===== config.mk =====
export PLATFORM = sky130hd
export DESIGN_NAME = ensc_temp
export DESIGN_NICKNAME = d
export VERILOG_FILES = /design/src/ensc_pkg.sv /design/src/ensc_temp.sv
export SDC_FILE = /design/constraint.sdc
export NUM_CORES = 2
export LEC_CHECK = 0
export BUFFER_PORTS_ARGS = -buffer_cell sky130_fd_sc_hd__buf_2
export CORE_MARGIN = 4
export CORE_UTILIZATION = 35
export DETAILED_ROUTE_END_ITERATION = 6
export HOLD_SLACK_MARGIN = 0.05
export PLACE_DENSITY = 0.63
export SETUP_SLACK_MARGIN = 0.15
export SYNTH_ARGS = -nofsm -noshare
export SYNTH_HDL_FRONTEND = slang
export SYNTH_SLANG_ARGS = --single-unit

===== constraint.sdc =====
create_clock -name clock -period 9.8 [get_ports clock]
set_clock_uncertainty 0.2 [all_clocks]
set_input_delay 1.96 -clock clock [delete_from_list [all_inputs] [get_ports clock]]
set_output_delay 1.96 -clock clock [all_outputs]
set_load 0.005 [all_outputs]

===== src/ensc_pkg.sv =====
package ensc_pkg;

   localparam int unsigned DIV_LAT   = 32;
   localparam int unsigned PRE_LAT   = 7;
   localparam int unsigned POST_LAT  = 4;
   localparam int unsigned HUM_LAT   = 11;
   localparam int unsigned ALIGN_LAT = PRE_LAT + DIV_LAT + POST_LAT - HUM_LAT;

   localparam logic [2:0] REG_TEMP   = 3'd0;
   localparam logic [2:0] REG_PRESSA = 3'd1;
   localparam logic [2:0] REG_PRESSB = 3'd2;
   localparam logic [2:0] REG_PRESSC = 3'd3;
   localparam logic [2:0] REG_HUM    = 3'd4;

   localparam logic signed [31:0] TEMP_MIN    = -32'sd4000;
   localparam logic signed [31:0] TEMP_MAX    = 32'sd8500;
   localparam logic [31:0]        PRESS_MIN   = 32'd30000;
   localparam logic [31:0]        PRESS_MAX   = 32'd110000;
   localparam logic signed [31:0] HUM_RAW_MAX = 32'sd419430400;
   localparam logic [31:0]        HUM_MAX     = 32'd102400;

   typedef struct packed {
      logic [19:0] raw_pressure;
      logic [19:0] raw_temperature;
      logic [15:0] raw_humidity;
   } req_type;

   typedef struct packed {
      logic signed [14:0] temperature_centi;
      logic [16:0]        pressure_pa;
      logic [16:0]        humidity_q10;
   } rsp_type;

   typedef struct packed {
      logic [31:0] t1, t2, t3;
      logic [31:0] p1, p2, p3, p4, p5, p6, p7, p8, p9;
      logic [31:0] h1, h2, h3, h4, h5, h6;
   } cal_type;

   typedef struct packed {
      logic [31:0] pa;
      logic [31:0] ha;
      logic [19:0] rp;
      logic [15:0] rh;
      logic [14:0] temp;
   } front_type;

   typedef struct packed {
      logic [31:0] num;
      logic [31:0] den;
      logic        dbl;
      logic        zero;
   } div_in_type;

   typedef struct packed {
      logic [31:0] num;
      logic [31:0] den;
      logic [31:0] rem;
      logic [31:0] quot;
      logic        dbl;
      logic        zero;
   } div_stage_type;

   typedef struct packed {
      logic [31:0] quot;
      logic        dbl;
      logic        zero;
   } div_out_type;

   // signed shift right, rounding toward zero
   function automatic logic [31:0] sdiv(input logic [31:0] x, input logic [4:0] k);
      logic [31:0] n;
      n = 32'd0 - x;
      return x[31] ? (32'd0 - (n >> k)) : (x >> k);
   endfunction

endpackage


===== src/ensc_temp.sv =====
module ensc_temp (
   input  logic                 clock,
   input  logic                 reset,
   input  logic                 in_valid,
   input  ensc_pkg::req_type    in_word,
   input  ensc_pkg::cal_type    cal,
   output logic                 out_valid,
   output ensc_pkg::front_type  out_word
);
   logic [5:0]  vld_ff;
   logic [31:0] rp1_ff, rt1_ff, rh1_ff;
   logic [31:0] ta_ff, tb_ff, a1_ff, bb_ff, a2_ff, b2_ff, fine_ff;
   logic [19:0] rp_ff [3:0];
   logic [15:0] rh_ff [3:0];
   ensc_pkg::front_type out_ff, out_in;
   logic [31:0] fine_in, tsr;
   logic signed [31:0] ts;

   always_ff @(posedge clock) begin
      if (reset) begin
         vld_ff <= '0;
      end else begin
         vld_ff <= {vld_ff[4:0], in_valid};
      end
   end

   always_comb begin
      fine_in = a2_ff + ensc_pkg::sdiv(b2_ff, 5'd14);
      tsr = ensc_pkg::sdiv(32'(fine_ff * 32'd5) + 32'd128, 5'd8);
      ts = signed'(tsr);
      out_in.pa = ensc_pkg::sdiv(fine_ff, 5'd1) - 32'd64000;
      out_in.ha = fine_ff - 32'd76800;
      out_in.rp = rp_ff[3];
      out_in.rh = rh_ff[3];
      priority if (ts < ensc_pkg::TEMP_MIN) begin
         out_in.temp = ensc_pkg::TEMP_MIN[14:0];
      end else if (ts > ensc_pkg::TEMP_MAX) begin
         out_in.temp = ensc_pkg::TEMP_MAX[14:0];
      end else begin
         out_in.temp = tsr[14:0];
      end
   end

   always_ff @(posedge clock) begin
      rp1_ff  <= {12'd0, in_word.raw_pressure};
      rt1_ff  <= {12'd0, in_word.raw_temperature};
      rh1_ff  <= {16'd0, in_word.raw_humidity};
      ta_ff   <= (rt1_ff >> 3) - 32'(cal.t1 * 32'd2);
      tb_ff   <= (rt1_ff >> 4) - cal.t1;
      a1_ff   <= 32'(ta_ff * cal.t2);
      bb_ff   <= 32'(tb_ff * tb_ff);
      a2_ff   <= ensc_pkg::sdiv(a1_ff, 5'd11);
      b2_ff   <= 32'(ensc_pkg::sdiv(bb_ff, 5'd12) * cal.t3);
      fine_ff <= fine_in;
      out_ff  <= out_in;
      rp_ff[0] <= rp1_ff[19:0];
      rh_ff[0] <= rh1_ff[15:0];
      for (int i = 1; i < 4; i++) begin
         rp_ff[i] <= rp_ff[i-1];
         rh_ff[i] <= rh_ff[i-1];
      end
   end

   assign out_valid = vld_ff[5];
   assign out_word  = out_ff;
endmodule


==> impl_metrics.py <==
metrics = {
    "clock_tree": {
        "clk_latency_ps": 660,
        "cts_made_buffers": 54,
        "cts.clk_slew.worst_paths_ps": 80,
        "cts_buffer_depth": 3,
        "cts_tree": "built",
        "clockRootBuffer": "clkbuf_16",
        "clkSinkCount": 499,
        "ctsHoldBuffers": 0,
        "htreeDepth": 2,
    },
    "grt": {
        "grt_first_pass_wirelength_um": 264000,
        "grt_max_degree": 39,
        "antenna_found_initial": 11,
        "top_usage_layer": "met2",
        "grt_remaining_overflow": 0,
        "track_usage": 0.170,
        "grtUsageMet2": 0.289,
        "met3_usage": 0.0295,
        "use_met1": 0.225,
        "grt_pass1_vias": 49800,
    },
    "place": {
        "hpwl_um": 132000,
        "dp_slack_ps": -488,
        "placed_cell_area_um2": 69100,
        "gp_congestion": 0.875,
        "port_buffers": 266,
    },
    "timing": {
        "final-setup-viol-count": 0,
        "post-route-period-util": 1.00,
        "tightestPinTransition_ps": 1070,
        "hold_viol": 0,
        "fin_setup_tns_ps": 0,
        "final.setup.worst_slack_ps": 1.82,
        "max_freq_mhz": 102,
        "slew_headroom": 0.278,
        "rsz0062_at_grt": "true",
        "hold_slack_ps": 103,
        "period_needed_ps": 9800,
        "slew_violations": 0,
    },
    "worst_setup_path": {
        "critPathLaunchType": "flip-flop",
        "crit_slowest_cell": "fa_1",
        "rrSetupSlack_ps": 2,
        "crit_type": "reg2reg",
        "slowest_delay_ps": 540,
        "critPathMostFrequentCell": "xnor2_1",
        "cp-end-kind": "flip-flop",
        "crit_arrival_ps": 10120,
        "crit_fanout": 5,
        "cp_data_required_time_ps": 10120,
    },
    "synthesis": {
        "synth-adder-area-share": 0.463,
        "syn_avg_cell_area_um2": 9.18,
        "synth-simple-area-share": 0.159,
        "synth_cell_types": 94,
        "ys.warnings.count": 0,
        "synth_edf_count": 0,
        "synthArstFlopShare": 0,
        "synth-xor-area-share": 0.0618,
        "netlist_instances": 6983,
        "synthMuxAreaShare": 0.00215,
        "syn_area_um2": 64100,
        "synthFlopType": "dfxtp_1",
        "synth_top_family_by_area": "adder cells",
        "synth_compound_area_frac": 0.0563,
        "synth_nets": 9287,
        "seq_area_frac_synth": 0.156,
        "ys_ff_latch": 499,
    },
    "finish": {
        "nets": 9554,
        "drive_above_1_share": 0.101,
        "fillers": 18000,
        "stdcell_area_um2": 71500,
        "areaGrowthSynthToFinish_pct": 11.6,
    },
    "routing": {
        "dr.first_iter.drc_count": 2633,
        "wl_um": 160000,
        "num_vias": 46700,
        "route.detailed.drc": 0,
        "drt-wirelength-per-cell_um": 16.5,
        "firstDrtPassIters": 6,
        "antenna_left": 0,
        "vias_per_cell": 4.83,
    },
    "die": {
        "rows": 156,
        "die_w_um": 436,
        "design.core.area_um2": 181000,
        "fp.dieArea_um2": 190000,
        "start_util": 0.353,
        "die_height_um": 436,
        "pin_count": 751,
    },
    "run_status": {
        "outcome": "complete, no violations",
    },
    "hold_path": {
        "hold_path_class": "reg2reg",
    },
    "job": {
        "drv_cap": 0,
    },
}
[synthesized netlist by cell type (all sizes together) (31+ instances only)]
cell type     n  area share
a211oi       32      0.0042
a21o         43      0.0050
a21oi       131       0.010
and2        511       0.050
and3         38      0.0038
clkbuf      263       0.015
dfxtp       499        0.16
fa         1169        0.37
ha          500       0.098
inv        1458       0.085
nand2       920       0.054
nand3        94      0.0075
nand4        31      0.0030
nor2        184       0.011
nor3         97      0.0077
nor4         31      0.0035
o21ai       113      0.0088
or3          41      0.0040
xnor2       326       0.045
xor2        123       0.017
[cell usage in the layout, fill, tap and decap left out, types with 90 or more instances in the layout]
cell type and instances:
a21oi_1 126, and2_1 504, buf_2 266, buf_4 214
dfxtp_1 491, fa_1 1158, ha_1 495, inv_1 1455
nand2_1 918, nand3_1 90, nor2_1 179, nor3_1 94
o21ai_0 93, xnor2_1 310, xor2_1 121
[area by class of cell]
type	instances	area, µm²	share of cell area
Antenna cell	5	12.5	0.000175
Clock buffer	60	1420	0.0198
Clock inverter	42	459	0.00642
Inverter	1458	5470	0.0765
Multi-Input combinational cell	4741	48000	0.671
Sequential cell	499	10000	0.140
Tap cell	2370	2970	0.0415
Timing Repair Buffer	496	3190	0.0446
[routing by layer]
layer  vias to the layer above  wire length, µm
met3                       231            10700
met2                      1256            76600
li1                      21700                -
met1                     23500            68200
met4                         4             4180
met5                         -               21
[worst paths after layout]
path / startpoint / to / cells after the start
worst max-delay path: bb_ff[9] / b2_ff[31] / 39
worst min-delay path: rh1_ff[15] / rh_ff[0][15] / 0
worst max register to register: bb_ff[9] / b2_ff[31] / 39
worst min register to register: rh1_ff[15] / rh_ff[0][15] / 0
[critical path, delay by kind of cell (launching register included)]
family	cells	cell delay (ps)
AND/OR/NAND/NOR	10	2070
adder cells (fa/ha/maj)	8	3880
flip-flops	1	330
AO/OA/AOI/OAI	1	80
XOR/XNOR	13	2320
buffers and inverters	7	770
[flip-flops by register name, indices dropped and copies added (netlist names), 17 cells and up]
register and cells:
rp_ff 80, ta_ff 31, a2_ff 22, rt1_ff 17
bb_ff 31, rp1_ff 20, rh_ff 64, b2_ff 32
fine_ff 32, a1_ff 32, out_word 115
[logic make-up (layout without fill, tap and decap cells)]
family | count (synthesis) | after routing
XOR/XNOR | 450 | 450
AO/OA/AOI/OAI | 531 | 531
adder cells (fa/ha/maj) | 1669 | 1669
flip-flops | 499 | 499
other | 0 | 5
multiplexers | 13 | 13
AND/OR/NAND/NOR | 2078 | 2078
buffers and inverters | 1743 | 2056
[repair_timing]
| action | in CTS | in global routing |
|---|---|---|
| cloned | 0 | 1 |
| buffers inserted | 1 | 13 |
| resized for setup | 21 | 86 |
| endpoints found under the hold margin | 0 | 0 |
| pin swaps | 8 | 31 |
| setup endpoints to repair | 8 | 8 |
[per-stage QoR]
stage	utilization	std cells
after floorplan	-	6983
after global placement	0.381	9549
after detailed placement	0.381	9549
after CTS	0.392	9652
after global routing	0.395	9669
final	0.395	9671
Power is not shown: default switching activity piles up to over one toggle a cycle in this logic, so the estimate is an artifact.
