$ cat config.mk
export PLATFORM = sky130hd
export DESIGN_NAME = ensc_press_post
export DESIGN_NICKNAME = d
export VERILOG_FILES = /design/src/ensc_pkg.sv /design/src/ensc_press_post.sv
export SDC_FILE = /design/constraint.sdc
export NUM_CORES = 2
export LEC_CHECK = 0
export ABC_CLOCK_PERIOD_IN_PS = 15500
export BUFFER_PORTS_ARGS = -buffer_cell sky130_fd_sc_hd__buf_2
export CORE_ASPECT_RATIO = 1.2
export CORE_MARGIN = 2
export CORE_UTILIZATION = 50
export CTS_CLUSTER_SIZE = 16
export DETAILED_ROUTE_END_ITERATION = 8
export GPL_TIMING_DRIVEN = 0
export HOLD_SLACK_MARGIN = 0.12
export PLACE_DENSITY = 0.72
export SETUP_SLACK_MARGIN = 0.4
export SKIP_CTS_REPAIR_TIMING = 1
export SYNTH_ARGS = -nofsm -noshare
export SYNTH_HDL_FRONTEND = slang
export SYNTH_SLANG_ARGS = --single-unit
$ cat constraint.sdc
create_clock -name clock -period 15.5 [get_ports clock]
set_clock_uncertainty 0.1 [all_clocks]
set_input_delay 4.65 -clock clock [delete_from_list [all_inputs] [get_ports clock]]
set_output_delay 4.65 -clock clock [all_outputs]
set_load 0.005 [all_outputs]
$ cat src/ensc_pkg.sv
package ensc_pkg;

   localparam int unsigned DIV_LAT   = 32;
   localparam int unsigned PRE_LAT   = 7;
   localparam int unsigned POST_LAT  = 4;
   localparam int unsigned HUM_LAT   = 11;
   localparam int unsigned ALIGN_LAT = PRE_LAT + DIV_LAT + POST_LAT - HUM_LAT;

   localparam logic [2:0] REG_TEMP   = 3'd0;
   localparam logic [2:0] REG_PRESSA = 3'd1;
   localparam logic [2:0] REG_PRESSB = 3'd2;
   localparam logic [2:0] REG_PRESSC = 3'd3;
   localparam logic [2:0] REG_HUM    = 3'd4;

   localparam logic signed [31:0] TEMP_MIN    = -32'sd4000;
   localparam logic signed [31:0] TEMP_MAX    = 32'sd8500;
   localparam logic [31:0]        PRESS_MIN   = 32'd30000;
   localparam logic [31:0]        PRESS_MAX   = 32'd110000;
   localparam logic signed [31:0] HUM_RAW_MAX = 32'sd419430400;
   localparam logic [31:0]        HUM_MAX     = 32'd102400;

   typedef struct packed {
      logic [19:0] raw_pressure;
      logic [19:0] raw_temperature;
      logic [15:0] raw_humidity;
   } req_type;

   typedef struct packed {
      logic signed [14:0] temperature_centi;
      logic [16:0]        pressure_pa;
      logic [16:0]        humidity_q10;
   } rsp_type;

   typedef struct packed {
      logic [31:0] t1, t2, t3;
      logic [31:0] p1, p2, p3, p4, p5, p6, p7, p8, p9;
      logic [31:0] h1, h2, h3, h4, h5, h6;
   } cal_type;

   typedef struct packed {
      logic [31:0] pa;
      logic [31:0] ha;
      logic [19:0] rp;
      logic [15:0] rh;
      logic [14:0] temp;
   } front_type;

   typedef struct packed {
      logic [31:0] num;
      logic [31:0] den;
      logic        dbl;
      logic        zero;
   } div_in_type;

   typedef struct packed {
      logic [31:0] num;
      logic [31:0] den;
      logic [31:0] rem;
      logic [31:0] quot;
      logic        dbl;
      logic        zero;
   } div_stage_type;

   typedef struct packed {
      logic [31:0] quot;
      logic        dbl;
      logic        zero;
   } div_out_type;

   // signed shift right, rounding toward zero
   function automatic logic [31:0] sdiv(input logic [31:0] x, input logic [4:0] k);
      logic [31:0] n;
      n = 32'd0 - x;
      return x[31] ? (32'd0 - (n >> k)) : (x >> k);
   endfunction

endpackage

$ cat src/ensc_press_post.sv
module ensc_press_post (
   input  logic                   clock,
   input  logic                   reset,
   input  logic                   in_valid,
   input  ensc_pkg::div_out_type  in_word,
   input  ensc_pkg::cal_type      cal,
   output logic                   out_valid,
   output logic [16:0]            out_press
);
   logic [ensc_pkg::POST_LAT-1:0] vld_ff;
   logic [31:0] p_ff, sq_ff, pp8_ff, p47_ff, c0_ff, pp8b_ff, p48_ff;
   logic        z_ff, z47_ff, z48_ff;
   logic [16:0] press_ff, press_in;
   logic [31:0] pf;

   always_ff @(posedge clock) begin
      if (reset) begin
         vld_ff <= '0;
      end else begin
         vld_ff <= {vld_ff[ensc_pkg::POST_LAT-2:0], in_valid};
      end
   end

   always_comb begin
      pf = p48_ff + ensc_pkg::sdiv(ensc_pkg::sdiv(c0_ff, 5'd12)
         + ensc_pkg::sdiv(pp8b_ff, 5'd13) + cal.p7, 5'd4);
      priority if (z48_ff) begin
         press_in = ensc_pkg::PRESS_MIN[16:0];
      end else if (pf < ensc_pkg::PRESS_MIN) begin
         press_in = ensc_pkg::PRESS_MIN[16:0];
      end else if (pf > ensc_pkg::PRESS_MAX) begin
         press_in = ensc_pkg::PRESS_MAX[16:0];
      end else begin
         press_in = pf[16:0];
      end
   end

   always_ff @(posedge clock) begin
      p_ff     <= in_word.dbl ? (in_word.quot << 1) : in_word.quot;
      z_ff     <= in_word.zero;
      sq_ff    <= 32'((p_ff >> 3) * (p_ff >> 3));
      pp8_ff   <= 32'((p_ff >> 2) * cal.p8);
      p47_ff   <= p_ff;
      z47_ff   <= z_ff;
      c0_ff    <= 32'(cal.p9 * (sq_ff >> 13));
      pp8b_ff  <= pp8_ff;
      p48_ff   <= p47_ff;
      z48_ff   <= z47_ff;
      press_ff <= press_in;
   end

   assign out_valid = vld_ff[ensc_pkg::POST_LAT-1];
   assign out_press = press_ff;
endmodule

==> implementation parameters <==
Parameter                              Value

Status
  Status ... completed

Synth
  Number of nets produced by synthesis ... 7,963
  Primary flip-flop cell chosen by synthesis mapping ... sky130_fd_sc_hd__dfxtp_1
  Area leader, netlist ... sky130_fd_sc_hd__fa_1
  Mean cell area of the mapped netlist ... 9.05 µm²
  Fraction of synthesized cell area taken by the top area cell type ... 0.438
  Count of synthesis-stage warnings from yosys ... 0
  Number of instances in the synthesized netlist ... 5,819
  Async SR Flop Fraction ... 0
  Leading cell types by total area after synthesis ... sky130_fd_sc_hd__fa_1, sky130_fd_sc_hd__inv_1, sky130_fd_sc_hd__ha_1
  Post-synth EDFFs ... 0
  Number of distinct standard cells referenced by the synthesized netlist ... 82
  Sequential fraction of the synthesis area ... 0.0894
  Synthesized area ... 52,600 µm²
  Post-synthesis sequential element count ... 235

Timing
  Count of final hold-check violations ... 0
  Pins Over Slew Limit ... 0
  Max-Slew Margin vs Limit ... 0.0875
  RSZ-0062 raised after global routing ... false
  Slew at the pin closest to its max-slew limit ... 1.37 ns
  Final setup vio count ... 0
  Sum of negative setup slack ... 0 ns
  Achievable Freq ... 71.1 MHz
  Fraction of the cycle the final worst path needs ... 0.908
  Min cycle time layout ... 14.07 ns

Routing
  Met2 WL post-DR ... 77.9 mm
  DRC ... 0
  Top Metal Used ... met5
  DR WL/cell ... 21.8 µm
  DRT Wirelength ... 161 mm
  Residual antenna-violating net count after detailed routing ... 0
  First-iteration detailed-routing DRC count ... 2,892
  Vias per std cell ... 5.50
  Met3 layer wire length in the routed design ... 13.4 mm
  Detailed-route via count ... 40,700
  DRT met1 WL ... 57.5 mm
  Number of iterations in the first detailed-routing pass ... 6

Placement
  Buffers on Ports ... 130
  Post-DP Area ... 55,100 µm²
  Dpl hpwl ... 136 mm
  Global placer's final weighted congestion ... 1.01

Floorplan
  Die width ... 300 µm
  Chip Height ... 359 µm
  IO Count ... 631
  Total number of placement rows ... 130
  Initial Util ... 0.503
  Core area ... 105,000 µm²
  Area of the die ... 108,000 µm²

Cells and area
  Commonest cells after routing, fill and taps aside ... sky130_fd_sc_hd__inv_1, sky130_fd_sc_hd__fa_1, sky130_fd_sc_hd__nand2_1, sky130_fd_sc_hd__and2_1, sky130_fd_sc_hd__ha_1
  Post-route standard cell area excluding fillers ... 56,100 µm²
  Most common cell after layout, fill and taps aside ... sky130_fd_sc_hd__inv_1
  Final layout net count ... 8,123
  Layout cell share with drive strength beyond 1 ... 0.0417
  Layout fillers ... 9,586
  Area of the multi-input gates ... 42,100 µm²
  Sequential Area ... 4700 µm²
  Area growth from synthesis to layout ... 6.51%

Critical path
  Element type at the critical path end ... flip-flop
  Startpoint types ... primary input
  Critical path peak fanout ... 10
  Startpoint of the most critical register-to-register path ... pp8b_ff[2]
  Classification of the worst setup path ... in2reg
  Signal arrival time at the worst endpoint ... 14.46 ns
  Worst flop-to-flop path endpoint ... out_press[2]
  Register-to-register path setup slack ... 2.37 ns
  Data required time at the worst endpoint ... 15.89 ns
  Cell type of the slowest stage on the worst timing path ... sky130_fd_sc_hd__or4bb_1
  Crit path top cell by count ... sky130_fd_sc_hd__a21oi_1
  R2R depth ... 41
  Maximum single-stage delay on the critical path ... 0.66 ns

GRT
  Aggregate global routing overflow ... 0
  Number of antenna violations at the first check in global routing ... 21
  Total global-route track usage ... 0.307
  Largest net degree at the start of global routing ... 17
  First-pass GRT wire length ... 250 mm
  Via count of the first global-routing pass ... 43,800

Min path
  Startpoint of the worst hold path ... pp8_ff[13]
  Hold Path Sink ... pp8b_ff[13]
  Class of the tightest hold or removal check ... reg2reg
  Cell depth of the worst hold path ... 0

Flow run
  Max Cap Viol ... 0

Clock network
  Clock-pin transition on the worst setup and hold timing paths ... 0.07 ns
  Maximum clock insertion buffer count ... 3
  Clock Root Buffer ... sky130_fd_sc_hd__clkbuf_16
  CTS H-Tree Depth ... 1
  Latest clock arrival within the worst-skew pair ... 0.56 ns
  TritonCTS clock tree ... yes
  CTS sink cnt ... 235
  Number of buffers inserted during clock tree synthesis ... 26
==> logic make-up after synthesis <==
kind of cell / Yosys count / synth area share
AO/OA/AOI/OAI: 413 / 0.0535
buffers and inverters: 1553 / 0.111
adder cells (fa/ha/maj): 1531 / 0.528
AND/OR/NAND/NOR: 1765 / 0.163
XOR/XNOR: 283 / 0.0471
multiplexers: 39 / 0.00825
flip-flops: 235 / 0.0894
==> metal layers <==
| layer | GRT usage | vias to the layer above |
|---|---|---|
| li1 | - | 17700 |
| met1 | 0.356 | 20400 |
| met2 | 0.520 | 1907 |
| met3 | 0.0581 | 658 |
| met4 | 0.196 | 4 |
| met5 | 0 | - |
==> critical path, delay by kind of cell <==
family | cells | cell delay (ns)
AOI/OAI and AO/OA | 16 | 4.55
buffers and inverters | 6 | 1.28
and+or+nand+nor | 6 | 1.89
adders and majority gates | 3 | 1.27
xor gates and xnor gates | 3 | 0.78
==> worst max-delay path by stage <==
stage	startpoint	to
finish	cal[262]	out_press[2]
global route	cal[257]	out_press[8]
CTS	cal[262]	out_press[3]
detailed placement	cal[262]	out_press[2]
global placement	cal[257]	out_press[8]
floorplan	cal[262]	out_press[9]
==> per-stage QoR <==
| stage | worst slack (ns) | utilization | std cells | hold slack (ns) |
|---|---|---|---|---|
| 3_5_place_dp | 0.903 | 0.526 | 7337 | 0.212 |
| 5_1_grt | 0.535 | 0.536 | 7387 | 0.228 |
| 3_3_place_gp | 0.861 | 0.526 | 7335 | 0.210 |
| 2_1_floorplan | 3.05 | - | 5819 | 0.210 |
| 4_1_cts | 1.41 | 0.536 | 7385 | 0.222 |
| 6_report | 1.43 | 0.536 | 7399 | 0.221 |
==> flip-flops by register name (all words and copies together) (netlist names) <==
name / cells
c0_ff: 32
out_press: 17
p47_ff: 32
p48_ff: 32
p_ff: 32
pp8_ff: 32
pp8b_ff: 32
sq_ff: 19
vld_ff: 4
z47_ff: 1
z48_ff: 1
z_ff: 1
==> cell type report <==
class                      instances  area share
timing repair buffer             132      0.0120
antenna                           14    0.000625
buffer                           242      0.0163
sequential                       235      0.0839
multi-input combinational       4031       0.751
inverter                        1311      0.0878
clock inverter                    17     0.00446
tap                             1386      0.0309
clock buffer                      31      0.0130
==> synthesized netlist by cell type (12+ instances only) <==
library cell and count:
sky130_fd_sc_hd__inv_1 1311, sky130_fd_sc_hd__fa_1 1151, sky130_fd_sc_hd__nand2_1 844, sky130_fd_sc_hd__and2_1 492
sky130_fd_sc_hd__ha_1 380, sky130_fd_sc_hd__dfxtp_1 235, sky130_fd_sc_hd__clkbuf_1 233, sky130_fd_sc_hd__xnor2_1 200
sky130_fd_sc_hd__nor2_1 131, sky130_fd_sc_hd__a21oi_1 89, sky130_fd_sc_hd__xor2_1 83, sky130_fd_sc_hd__o21ai_0 78
sky130_fd_sc_hd__nor3_1 53, sky130_fd_sc_hd__a21o_1 49, sky130_fd_sc_hd__nand3_1 48, sky130_fd_sc_hd__mux2_2 35
sky130_fd_sc_hd__and3_1 34, sky130_fd_sc_hd__nand2b_1 29, sky130_fd_sc_hd__nor2b_1 26, sky130_fd_sc_hd__o21a_1 26
sky130_fd_sc_hd__nor4_1 25, sky130_fd_sc_hd__a211oi_1 18, sky130_fd_sc_hd__a31oi_1 17, sky130_fd_sc_hd__or3_1 17
sky130_fd_sc_hd__nand4_1 15, sky130_fd_sc_hd__o211ai_1 13, sky130_fd_sc_hd__o21bai_1 12
Power is not shown: default switching activity piles up to over one toggle a cycle in this logic, so the estimate is an artifact.
